==> config.mk <==
export PLATFORM = sky130hd
export DESIGN_NAME = infix_to_postfix_converter
export DESIGN_NICKNAME = d
export VERILOG_FILES = /design/src/rtl/core/itp_pkg.sv /design/src/rtl/core/itp_cell.sv /design/src/rtl/core/itp_stack.sv /design/src/rtl/core/infix_to_postfix_converter.sv
export SDC_FILE = /design/constraint.sdc
export NUM_CORES = 1
export LEC_CHECK = 0
export ABC_AREA = 1
export BUFFER_PORTS_ARGS = -buffer_cell sky130_fd_sc_hd__buf_2
export CAP_MARGIN = 15
export CORE_AREA = 2 2 99 101
export DETAILED_ROUTE_END_ITERATION = 7
export DIE_AREA = 0 0 101 103
export PLACE_DENSITY_LB_ADDON = 0.05
export SLEW_MARGIN = 30
export SYNTH_ARGS = -nofsm -noshare
export SYNTH_HDL_FRONTEND = slang
export SYNTH_SLANG_ARGS = --single-unit
==> constraint.sdc <==
create_clock -name aclk -period 4.03 [get_ports aclk]
set_input_delay 0.2015 -clock aclk [delete_from_list [all_inputs] [get_ports aclk]]
set_output_delay 0.2015 -clock aclk [all_outputs]
set_load 0.02 [all_outputs]
==> src/rtl/core/itp_pkg.sv <==
package itp_pkg;

    localparam int STACK_DEPTH = 16;
    localparam int CNT_W       = $clog2(STACK_DEPTH + 1);
    localparam int IDX_W       = (STACK_DEPTH > 1) ? $clog2(STACK_DEPTH) : 1;

    localparam logic [7:0] CH_OPEN  = 8'h28;
    localparam logic [7:0] CH_CLOSE = 8'h29;
    localparam logic [7:0] CH_MUL   = 8'h2A;
    localparam logic [7:0] CH_PLUS  = 8'h2B;
    localparam logic [7:0] CH_MINUS = 8'h2D;
    localparam logic [7:0] CH_DIV   = 8'h2F;
    localparam logic [7:0] CH_TERM  = 8'h00;

    localparam logic [1:0] ST_OK       = 2'd0;
    localparam logic [1:0] ST_OVERFLOW = 2'd1;
    localparam logic [1:0] ST_CLOSE    = 2'd2;
    localparam logic [1:0] ST_OPEN     = 2'd3;

    typedef enum logic [2:0] {
        OP_OPEN  = 3'd0,
        OP_PLUS  = 3'd1,
        OP_MINUS = 3'd2,
        OP_MUL   = 3'd3,
        OP_DIV   = 3'd4
    } op_code_t;

    // Per-cell command: keep, take the neighbor nearer the top, or the one below.
    typedef enum logic [1:0] {
        CELL_HOLD,
        CELL_LOAD_ABOVE,
        CELL_LOAD_BELOW
    } cell_cmd_t;

    typedef enum logic [1:0] {
        STK_HOLD,
        STK_PUSH,
        STK_POP,
        STK_REPLACE
    } stack_cmd_t;

    typedef struct packed {
        stack_cmd_t cmd;
        op_code_t   code;
    } stack_ctl_t;

    typedef struct packed {
        logic [7:0] char_in;
        logic       end_of_expression;
    } in_item_t;

    typedef struct packed {
        logic [7:0] char_out;
        logic       last;
        logic [1:0] status;
    } out_item_t;

    function automatic logic [7:0] op_char(input op_code_t code);
        logic [7:0] ch;
        unique case (code)
            OP_OPEN:  ch = CH_OPEN;
            OP_PLUS:  ch = CH_PLUS;
            OP_MINUS: ch = CH_MINUS;
            OP_MUL:   ch = CH_MUL;
            OP_DIV:   ch = CH_DIV;
            default:  ch = CH_TERM;
        endcase
        return ch;
    endfunction

endpackage

==> src/rtl/core/itp_cell.sv <==
module itp_cell import itp_pkg::*; (
    input  logic      aclk,
    input  cell_cmd_t cmd,
    input  op_code_t  above,
    input  op_code_t  below,
    output op_code_t  q
);

    op_code_t q_reg;

    always_ff @(posedge aclk) begin
        unique case (cmd)
            CELL_HOLD:       q_reg <= q_reg;
            CELL_LOAD_ABOVE: q_reg <= above;
            CELL_LOAD_BELOW: q_reg <= below;
            default:         q_reg <= q_reg;
        endcase
    end

    assign q = q_reg;

endmodule

==> src/rtl/core/itp_stack.sv <==
module itp_stack import itp_pkg::*; (
    input  logic       aclk,
    input  stack_ctl_t ctl,
    output op_code_t   top
);

    op_code_t  cell_q     [STACK_DEPTH];
    op_code_t  cell_above [STACK_DEPTH];
    op_code_t  cell_below [STACK_DEPTH];
    cell_cmd_t cell_cmd   [STACK_DEPTH];

    // Cell 0 is the top of the stack. A push shifts every entry one cell
    // deeper, a pop shifts every entry one cell up, and a replace rewrites
    // only the top cell.
    for (genvar i = 0; i < STACK_DEPTH; i++) begin : g_cell
        if (i == 0) begin : g_first
            assign cell_above[i] = ctl.code;
        end else begin : g_inner
            assign cell_above[i] = cell_q[i-1];
        end

        if (i == STACK_DEPTH - 1) begin : g_last
            assign cell_below[i] = OP_OPEN;
        end else begin : g_notlast
            assign cell_below[i] = cell_q[i+1];
        end

        always_comb begin
            unique case (ctl.cmd)
                STK_HOLD:    cell_cmd[i] = CELL_HOLD;
                STK_PUSH:    cell_cmd[i] = CELL_LOAD_ABOVE;
                STK_POP:     cell_cmd[i] = CELL_LOAD_BELOW;
                STK_REPLACE: cell_cmd[i] = (i == 0) ? CELL_LOAD_ABOVE : CELL_HOLD;
                default:     cell_cmd[i] = CELL_HOLD;
            endcase
        end

        itp_cell u_cell (
            .aclk  (aclk),
            .cmd   (cell_cmd[i]),
            .above (cell_above[i]),
            .below (cell_below[i]),
            .q     (cell_q[i])
        );
    end

    assign top = cell_q[0];

endmodule

==> src/rtl/core/infix_to_postfix_converter.sv <==
// Channel   Direction  Ports                        Payload
// s_        input      s_valid, s_ready, s_data     in_item_t  (char_in, end_of_expression)
// m_        output     m_valid, m_ready, m_data     out_item_t (char_out, last, status)
//
// An item is taken in the idle state and worked on in the execute state, which
// pops one operator per step; no new item is taken until it is done. An end item
// then flushes every remaining stack entry and emits the terminator.
// The operator stack is a row of cells shifted one entry per cycle, so pops are emitted
// one per cycle through the single output register while the output is not stalled.
// Reset clears the sequencer, the stack count, the status and the output
// valid; the stack cells themselves are not reset.
// A stalled output holds the sequencer wherever it must emit a character.
module infix_to_postfix_converter import itp_pkg::*; (
    input  logic      aclk,
    input  logic      aresetn,
    input  logic      s_valid,
    output logic      s_ready,
    input  in_item_t  s_data,
    output logic      m_valid,
    input  logic      m_ready,
    output out_item_t m_data
);

    typedef enum logic [1:0] {
        S_IDLE,
        S_EXEC,
        S_FLUSH
    } state_t;

    state_t     state_reg, state_next;
    logic [CNT_W-1:0] cnt_reg, cnt_next;
    logic [1:0] err_reg, err_next;
    in_item_t   cur_reg, cur_next;
    logic       m_valid_reg, m_valid_next;
    out_item_t  m_data_reg, m_data_next;

    stack_ctl_t stk_ctl;
    op_code_t   top;
    logic       out_free;
    logic       emit;
    out_item_t  emit_item;
    logic       emit_term;
    logic       done;
    logic       push_req;
    op_code_t   push_code;
    op_code_t   md_code;
    logic       stack_empty;

    itp_stack u_stack (
        .aclk (aclk),
        .ctl  (stk_ctl),
        .top  (top)
    );

    assign out_free    = !m_valid_reg || m_ready;
    assign stack_empty = (cnt_reg == '0);
    assign md_code     = (cur_reg.char_in == CH_MUL) ? OP_MUL : OP_DIV;
    assign push_code   = (cur_reg.char_in == CH_OPEN)  ? OP_OPEN  :
                         (cur_reg.char_in == CH_PLUS)  ? OP_PLUS  :
                         (cur_reg.char_in == CH_MINUS) ? OP_MINUS : md_code;

    always_comb begin
        state_next   = state_reg;
        cnt_next     = cnt_reg;
        err_next     = err_reg;
        cur_next     = cur_reg;
        stk_ctl.cmd  = STK_HOLD;
        stk_ctl.code = OP_OPEN;
        emit         = 1'b0;
        emit_item    = '0;
        emit_term    = 1'b0;
        done         = 1'b0;
        push_req     = 1'b0;

        unique case (state_reg)
            S_IDLE: begin
                if (s_valid) begin
                    cur_next   = s_data;
                    state_next = S_EXEC;
                end
            end
            S_EXEC: begin
                unique case (cur_reg.char_in)
                    CH_OPEN: begin
                        push_req = 1'b1;
                        done     = 1'b1;
                    end
                    CH_MUL, CH_DIV: begin
                        if (!stack_empty && (top == OP_MUL || top == OP_DIV)) begin
                            // Pop and push at once: the new operator takes the top cell.
                            if (out_free) begin
                                emit               = 1'b1;
                                emit_item.char_out = op_char(top);
                                stk_ctl.cmd        = STK_REPLACE;
                                stk_ctl.code       = md_code;
                                done               = 1'b1;
                            end
                        end else begin
                            push_req = 1'b1;
                            done     = 1'b1;
                        end
                    end
                    CH_PLUS, CH_MINUS, CH_CLOSE: begin
                        if (!stack_empty && top != OP_OPEN) begin
                            if (out_free) begin
                                emit               = 1'b1;
                                emit_item.char_out = op_char(top);
                                stk_ctl.cmd        = STK_POP;
                                cnt_next           = cnt_reg - 1'b1;
                            end
                        end else if (cur_reg.char_in != CH_CLOSE) begin
                            push_req = 1'b1;
                            done     = 1'b1;
                        end else if (!stack_empty) begin
                            // Drop the matching opening parenthesis.
                            stk_ctl.cmd = STK_POP;
                            cnt_next    = cnt_reg - 1'b1;
                            done        = 1'b1;
                        end else begin
                            if (err_reg == ST_OK) begin
                                err_next = ST_CLOSE;
                            end
                            done = 1'b1;
                        end
                    end
                    default: begin
                        if (out_free) begin
                            emit               = 1'b1;
                            emit_item.char_out = cur_reg.char_in;
                            done               = 1'b1;
                        end
                    end
                endcase

                if (push_req) begin
                    if (cnt_reg >= CNT_W'(STACK_DEPTH)) begin
                        if (err_reg == ST_OK) begin
                            err_next = ST_OVERFLOW;
                        end
                    end else begin
                        stk_ctl.cmd  = STK_PUSH;
                        stk_ctl.code = push_code;
                        cnt_next     = cnt_reg + 1'b1;
                    end
                end

                if (done) begin
                    state_next = cur_reg.end_of_expression ? S_FLUSH : S_IDLE;
                end
            end
            S_FLUSH: begin
                if (!stack_empty) begin
                    if (top == OP_OPEN) begin
                        if (err_reg == ST_OK) begin
                            err_next = ST_OPEN;
                        end
                        stk_ctl.cmd = STK_POP;
                        cnt_next    = cnt_reg - 1'b1;
                    end else if (out_free) begin
                        emit               = 1'b1;
                        emit_item.char_out = op_char(top);
                        stk_ctl.cmd        = STK_POP;
                        cnt_next           = cnt_reg - 1'b1;
                    end
                end else if (out_free) begin
                    emit               = 1'b1;
                    emit_term          = 1'b1;
                    emit_item.char_out = CH_TERM;
                    emit_item.last     = 1'b1;
                    emit_item.status   = err_reg;
                    err_next           = ST_OK;
                    state_next         = S_IDLE;
                end
            end
            default: begin
                state_next = S_IDLE;
            end
        endcase

        m_data_next = m_data_reg;
        if (emit) begin
            m_valid_next = 1'b1;
            m_data_next  = emit_item;
        end else if (m_ready) begin
            m_valid_next = 1'b0;
        end else begin
            m_valid_next = m_valid_reg;
        end
    end

    always_ff @(posedge aclk) begin
        if (!aresetn) begin
            state_reg   <= S_IDLE;
            cnt_reg     <= '0;
            err_reg     <= ST_OK;
            m_valid_reg <= 1'b0;
        end else begin
            state_reg   <= state_next;
            cnt_reg     <= cnt_next;
            err_reg     <= err_next;
            m_valid_reg <= m_valid_next;
        end
        cur_reg    <= cur_next;
        m_data_reg <= m_data_next;
    end

    assign s_ready = (state_reg == S_IDLE);
    assign m_valid = m_valid_reg;
    assign m_data  = m_data_reg;

    a_count_bound: assert property (@(posedge aclk) disable iff (!aresetn)
        cnt_reg <= CNT_W'(STACK_DEPTH))
        else $error("stack count beyond the stack depth");

    a_status_on_last: assert property (@(posedge aclk) disable iff (!aresetn)
        m_valid_reg |-> (m_data_reg.last || m_data_reg.status == ST_OK))
        else $error("error status on a character that is not the terminator");

    a_term_clears: assert property (@(posedge aclk) disable iff (!aresetn)
        emit_term |=> (cnt_reg == '0 && err_reg == ST_OK && state_reg == S_IDLE))
        else $error("state not clean after the terminator");

    a_first_error_kept: assert property (@(posedge aclk) disable iff (!aresetn)
        (err_reg != ST_OK && !emit_term) |=> (err_reg == $past(err_reg)))
        else $error("recorded error overwritten before the terminator");

endmodule

; Word level (Yosys, flattened, before mapping)
; Cells that the tools add are included.
[totals]
regBits = 78
inputBits = 13
elab_cells = 176
[op_classes]
n_addsub = 2
magnitude_cmp = 1
eq_ne = 28
muxes = 94
reduce_logical = 26
[ops]
columns = op, count
row1 = 3-bit one-hot mux with 2 select lines, 16
row2 = 5-bit two-way mux, 13
row3 = "8-bit by 6-bit equality test with 1-bit output, second input constant", 6
row4 = 2-bit two-way mux, 22
row5 = 8-bit two-way mux, 4
row6 = 6-bit one-hot mux with 5 select lines, 1
row7 = 6-bit one-hot mux with 4 select lines, 1
row8 = 8-bit one-hot mux with 3 select lines, 1
row9 = 3-bit two-way mux, 7
row10 = 6-bit two-way mux, 3
row11 = 2-bit one-hot mux with 3 select lines, 3
row12 = 8-bit one-hot mux with 2 select lines, 1
row13 = 1-bit two-way mux, 14
row14 = 2-bit one-hot mux with 2 select lines, 3
row15 = "2-bit equality test, second input constant", 5
row16 = "2-bit inequality test, second input constant", 5
row17 = 5-bit one-hot mux with 2 select lines, 1
row18 = "3-bit inequality test, second input constant", 3
row19 = 1-bit one-hot mux with 3 select lines, 3
row20 = "2-bit by 1-bit equality test with 1-bit output, second input constant", 4
row21 = "8-bit by 6-bit inequality test with 1-bit output, second input constant", 1
row22 = 4-bit AND reduction, 2
row23 = 2-bit nonzero test, 4
row24 = "3-bit by 2-bit equality test with 1-bit output, second input constant", 2
row25 = 17 further kinds, 26

; Depth between registers and ports, before layout
[depth]
ltp_word = 13
depth_mapped = 17

; Hierarchy
; Synthesis repeated with hierarchy kept, for this count alone.
[unflattened]
cells_unflattened = 590
area_unflattened_um2 = 4744.6
[by_module_without_submodules]
columns = mod, n_inst, cells_per_inst, area_per_inst_um2, seq_area_each_um2
row1 = itp_cell, 16, 16, 147.6, 90.1
row2 = infix_to_postfix_converter, 1, 328, 2357.3, 800.8
row3 = itp_stack, 1, 6, 25.0, 0.0

; Least setup slack after synthesis
; OpenSTA, ideal clock, no wires.
[synth_path]
path_kind = register -> register
from = reg cnt_reg[0]
to = reg u_stack.g_cell[10].u_cell.q_reg[0], enable pin
setup_time_ns = 0.399
t_arrival_ns = 2.724
t_required_ns = 3.631
slack_ns = 0.907
stages_incl_launch_ff = 14
path_buffers = 0
synth_period_minus_slack_ns = 3.123
cell_sequence = dfxtp_1 > inv_1 > ha_1 > nand3_4 > nand2_2 > inv_1 > nand2_4 > nand2_1 > nand2_1 > o21ai_0 > a22oi_2 > inv_1 > ha_1 > inv_1
[synth_via]
elab_chain_len = 13
elab_cells_between_ends = 27
classes_between = 1 x order compare / 5 x eq/ne / 14 x mux / 7 x reduce/logical
[synth_rtl]
columns = item, line_no
row1 = from (decl), infix_to_postfix_converter.sv:31  ; logic [CNT_W-1:0] cnt_reg, cnt_next;
row2 = from (signal assigned), infix_to_postfix_converter.sv:199  ; cnt_reg <= cnt_next;
row3 = 5-bit logical NOT, infix_to_postfix_converter.sv:56  ; assign stack_empty = (cnt_reg == '0);
row4 = 2-bit two-way mux / 1-bit logical NOT (equally long branches), -
row5 = "2-bit two-way mux, or another cell as far along", infix_to_postfix_converter.sv:111  ; end else if (cur_reg.char_in != CH_CLOSE) begin
row6 = "2-bit two-way mux, or another cell as far along", infix_to_postfix_converter.sv:104  ; if (!stack_empty && top != OP_OPEN) begin
row7 = 2-bit one-hot mux with 2 select lines / 1-bit one-hot mux with 3 select lines (equally long branches), infix_to_postfix_converter.sv:83  ; unique case (cur_reg.char_in)
row8 = 5-bit two-way mux / 1-bit two-way mux (equally long branches), "infix_to_postfix_converter.sv:136, infix_to_postfix_converter.sv:75"
row9 = 5-bit two-way mux, infix_to_postfix_converter.sv:135  ; if (push_req) begin
row10 = 2-bit one-hot mux with 2 select lines (*), infix_to_postfix_converter.sv:75  ; unique case (state_reg)
row11 = 2-bit equality test / 2-bit logical NOT (equally long branches), itp_stack.sv:29  ; unique case (ctl.cmd)
row12 = 2-bit OR reduction (no line), -
row13 = 2-bit one-hot mux with 3 select lines (*), itp_stack.sv:29
row14 = 2-bit equality test / 2-bit by 1-bit equality test with 1-bit output (equally long branches), itp_cell.sv:12  ; unique case (cmd)
row15 = 2-bit nonzero test (no line) (*), -
row16 = to (signal assigned), itp_cell.sv:13  ; CELL_HOLD: q_reg <= q_reg;
row17 = to (signal assigned), itp_cell.sv:14  ; CELL_LOAD_ABOVE: q_reg <= above;
row18 = to (signal assigned), itp_cell.sv:15  ; CELL_LOAD_BELOW: q_reg <= below;
row19 = to (decl), itp_cell.sv:9  ; op_code_t q_reg;
; Every way passes the cells marked *; elsewhere a longest branch is shown, timed or not. The select of a mux whose other input is x is not followed.
; A chain may end at the register's enable or synchronous reset.

; Worst setup path after layout
[layout_path]
from = reg cnt_reg[0]
to = reg u_stack.g_cell[13].u_cell.q_reg[0] (data pin)
[layout_via]
elab_chain_len = 13
elab_cells_between_ends = 27
classes_between = 1 x order compare / 5 x eq/ne / 15 x mux / 6 x reduce/logical
[layout_rtl]
columns = item, line_no
row1 = 5-bit logical NOT, infix_to_postfix_converter.sv:56
row2 = 2-bit two-way mux / 1-bit logical NOT (equally long branches), -
row3 = "2-bit two-way mux, or another cell as far along", infix_to_postfix_converter.sv:111
row4 = "2-bit two-way mux, or another cell as far along", infix_to_postfix_converter.sv:104
row5 = 2-bit one-hot mux with 2 select lines / 1-bit one-hot mux with 3 select lines (equally long branches), infix_to_postfix_converter.sv:83
row6 = 5-bit two-way mux / 1-bit two-way mux (equally long branches), "infix_to_postfix_converter.sv:136, infix_to_postfix_converter.sv:75"
row7 = 5-bit two-way mux, infix_to_postfix_converter.sv:135
row8 = 2-bit one-hot mux with 2 select lines (*), infix_to_postfix_converter.sv:75
row9 = 2-bit equality test / 2-bit logical NOT (equally long branches), itp_stack.sv:29
row10 = 2-bit OR reduction (no line), -
row11 = 2-bit one-hot mux with 3 select lines (*), itp_stack.sv:29
row12 = 2-bit equality test / 2-bit by 1-bit equality test with 1-bit output (equally long branches), itp_cell.sv:12
row13 = 3-bit one-hot mux with 2 select lines (*), itp_cell.sv:12
row14 = to (signal assigned), itp_cell.sv:13
row15 = to (signal assigned), itp_cell.sv:14
row16 = to (signal assigned), itp_cell.sv:15
row17 = to (decl), itp_cell.sv:9
; Marked as above.

==> flow_summary.toml <==
[critical_path]
cp_cell_sequence = "inv_1 -> ha_1 -> nand3_4 -> nand2_2 -> inv_1 -> nand2_4 -> nand2_1 -> nand2_1 -> o21ai_0 -> a22oi_2 -> inv_1 -> ha_2 -> buf_4 -> o21ai_0"
cp_top_family = "buffers and inverters"
reg2reg_to = "u_stack.g_cell[13].u_cell.q[0]"
critPathMaxStageDelay_ns = 0.47
cp_max_fo = 54
end_kind = "flip-flop"
arrival_ns = 3.32
cp_slowest_cell = "buf_4"
cp.depth = 14
r2r_slack_ns = 0.82
crit_top_cell = "inv_1"
startpoint_type = "flip-flop"
crit_required_ns = 4.14
cp_num_buf_inv = 4
ff2ff_path_depth = 14
r2r_start = "cnt_reg[0]"
worstSetupPathType = "flip-flop to flip-flop"

[power]
power_density_mw_per_mm2 = 591.9
peakVddDrop_mv = 0.2055
p_leak_uw = 0.002015
power.total_uw = 2799

[yosys]
postSynth.asyncResetShare = 0
synth_top_family_by_area = "simple AND/OR/NAND/NOR gates"
synthAdderAreaFrac = 0.02338
synth_area_leader_cell = "edfxtp_1"
postSynthCellCount = 492
synth_area_mm2 = 0.004280
synth-xor-area-share = 0.008185
synth-simple-area-share = 0.2423
synth_mux_area_frac = 0.002631
synth-edff-count = 68
ys_top_cells_by_count = "nand2_1 (102), edfxtp_1 (68), inv_1 (63), nor2_1 (51), o21ai_0 (49)"
synthDistinctLibCells = 36
synth_ff_type = "edfxtp_1"
synth_most_common_cell = "nand2_1"
postSynthAreaPerCell_um2 = 8.700
ys_ff_latch = 78
synth_nets = 513
yosysTopAreaCellShare = 0.4771
synth.area.top_cells = "edfxtp_1 (48%), nand2_1 (8.9%), o21ai_0 (5.7%), inv_1 (5.5%), dfxtp_1 (4.7%)"
synth_compound_area_frac = 0.1201
yosysSeqAreaShare = 0.5238
ys_warn_count = 0

[sta]
finalCritPeriodShare = 0.7961
hold_violations = 0
rsz0062_at_grt = "no"
clock-skew-final_ns = 0.008607
maxSlewHeadroom = 0.5511
slew_viol_final = 0
setup_viol = 0
fmax_mhz = 311.7
worst_pin_slew_ns = 0.6733
whs_ns = 0.01194
setup_ws_ns = 0.8217
min_period_ns = 3.208
timing.setup.tns_ns = 0

[floorplanning]
core_region_area_mm2 = 0.009459
initial_utilization = 0.4525
die_height_um = 103
rows = 36
dieArea_mm2 = 0.01040
die_x_um = 101
pin_count = 26

[routing]
ant_nets = 0
drcViolationCount = 0
firstDrtPassIters = 5
vias_per_cell = 5.100
num_vias = 3249
wl_per_cell_um = 14.29
dr.first_iter.drc_count = 126
wl_um = 9104

[layout]
drive_gt1_frac = 0.1511
area_growth_pct = 10.46
finalInstanceArea_mm2 = 0.004728
antenna_cells = 0
nNetsFinal = 539
largest_reg_flops = 48

[placement]
place_congestion = 0.8574
placed_cell_area_mm2 = 0.004496
place_hpwl_um = 6396
dpl_worst_slack_ns = 0.8587
port_buffers = 25

[hold_path]
hold_path_depth = 1
min_path_type = "input port to flip-flop"
holdPathEnd = "cur_reg[6]"
min-delay-start = "s_data[6]"

[cts]
clk_pin_slew_ns = 0.09
htreeDepth = 3
numCtsBuffers = 9
post-cts-setup-buffer-count = 0
cts_tree = "built"
cts_hold_buf = 1
cts-resized-gates = 0
clock_latency_ns = 0.37
clockRootBuffer = "clkbuf_8"
clk_path_buf_depth = 2
clock-sinks = 78

[global_route]
grt_pass1_vias = 3126
grt_start_max_net_pins = 55
grtUsageMet3 = 0.03797
grt_usage = 0.1898
overflow = 0
antenna_found_initial = 0
grt_pass1_wl_um = 15150
grt_use_met1 = 0.2484
busiest_layer = "met2"
grt_util_met2 = 0.3169

[job]
cap_violations = 0

[outcome]
status = "finished clean"
## final cells by class
class,instances,area (um^2)
clock buffers,9,123.9
clock inverters,7,78.83
fillers,945,4731
inverters,69,259.0
multi-input cells,329,1704
flip-flops and latches,78,2242
well taps,114,142.6
repair buffers,31,177.7
## metrics by stage
stage | util | std cells
final | 0.4999 | 637
after global routing | 0.4999 | 637
after CTS | 0.4978 | 635
after detailed placement | 0.4753 | 618
after global placement | 0.4749 | 618
after floorplan | - | 492
## how the worst max path moves through the flow
stage                    start                        endpoint  slack (ns)
floorplan           cnt_reg[0]  u_stack.g_cell[10].u_cell.q[0]        0.91
global placement    cnt_reg[0]  u_stack.g_cell[13].u_cell.q[0]        0.98
detailed placement  cnt_reg[0]   u_stack.g_cell[5].u_cell.q[0]        0.86
CTS                 cnt_reg[0]  u_stack.g_cell[13].u_cell.q[1]        0.85
global route        cnt_reg[0]  u_stack.g_cell[13].u_cell.q[0]        0.47
finish              cnt_reg[0]  u_stack.g_cell[13].u_cell.q[0]        0.82
## placed cells by master (no fill, tap or decap), types with 8 or more instances in the layout
cell / instances
dfxtp_1: 10
edfxtp_1: 68
o21ai_0: 49
inv_1: 63
nor2_1: 51
a21oi_1: 30
nand3_1: 33
nand2_1: 102
nand2_2: 8
buf_2: 25
clkbuf_8: 9
## metal layers
| metal | part of all wire | up-vias | routed length [um] |
|---|---|---|---|
| met5 | 0 | - | 0 |
| met4 | 0.018 | 0 | 165 |
| met3 | 0.031 | 11 | 286 |
| met2 | 0.48 | 59 | 4380 |
| met1 | 0.47 | 1486 | 4271 |
| li1 | - | 1693 | - |
## power breakdown
group	internal (uW)	leakage, uW	switching, uW
sequential	1090	0.000706	87.4
clock	294	0.0000998	332
combinational	303	0.00121	697
total	1680	0.00201	1120
## kinds of logic (layout without fill, tap and decap cells)
group                    after synthesis  after routing
AND/OR/NAND/NOR                      221            221
XOR/XNOR                               4              4
multiplexers                           1              1
buffers and inverters                 85            116
adder cells (fa/ha/maj)                8              8
AO/OA/AOI/OAI                         95             95
flip-flops                            78             78
## worst register-to-register path: cells and delay by family, from the launching register on
kind / cells / cell delay (ns)
buf+inv: 4 / 0.93
fa+ha+maj: 2 / 0.69
simple gates: 5 / 0.50
flops: 1 / 0.42
compound gates: 3 / 0.40
Note: power is estimated with default switching activity, not from simulation.
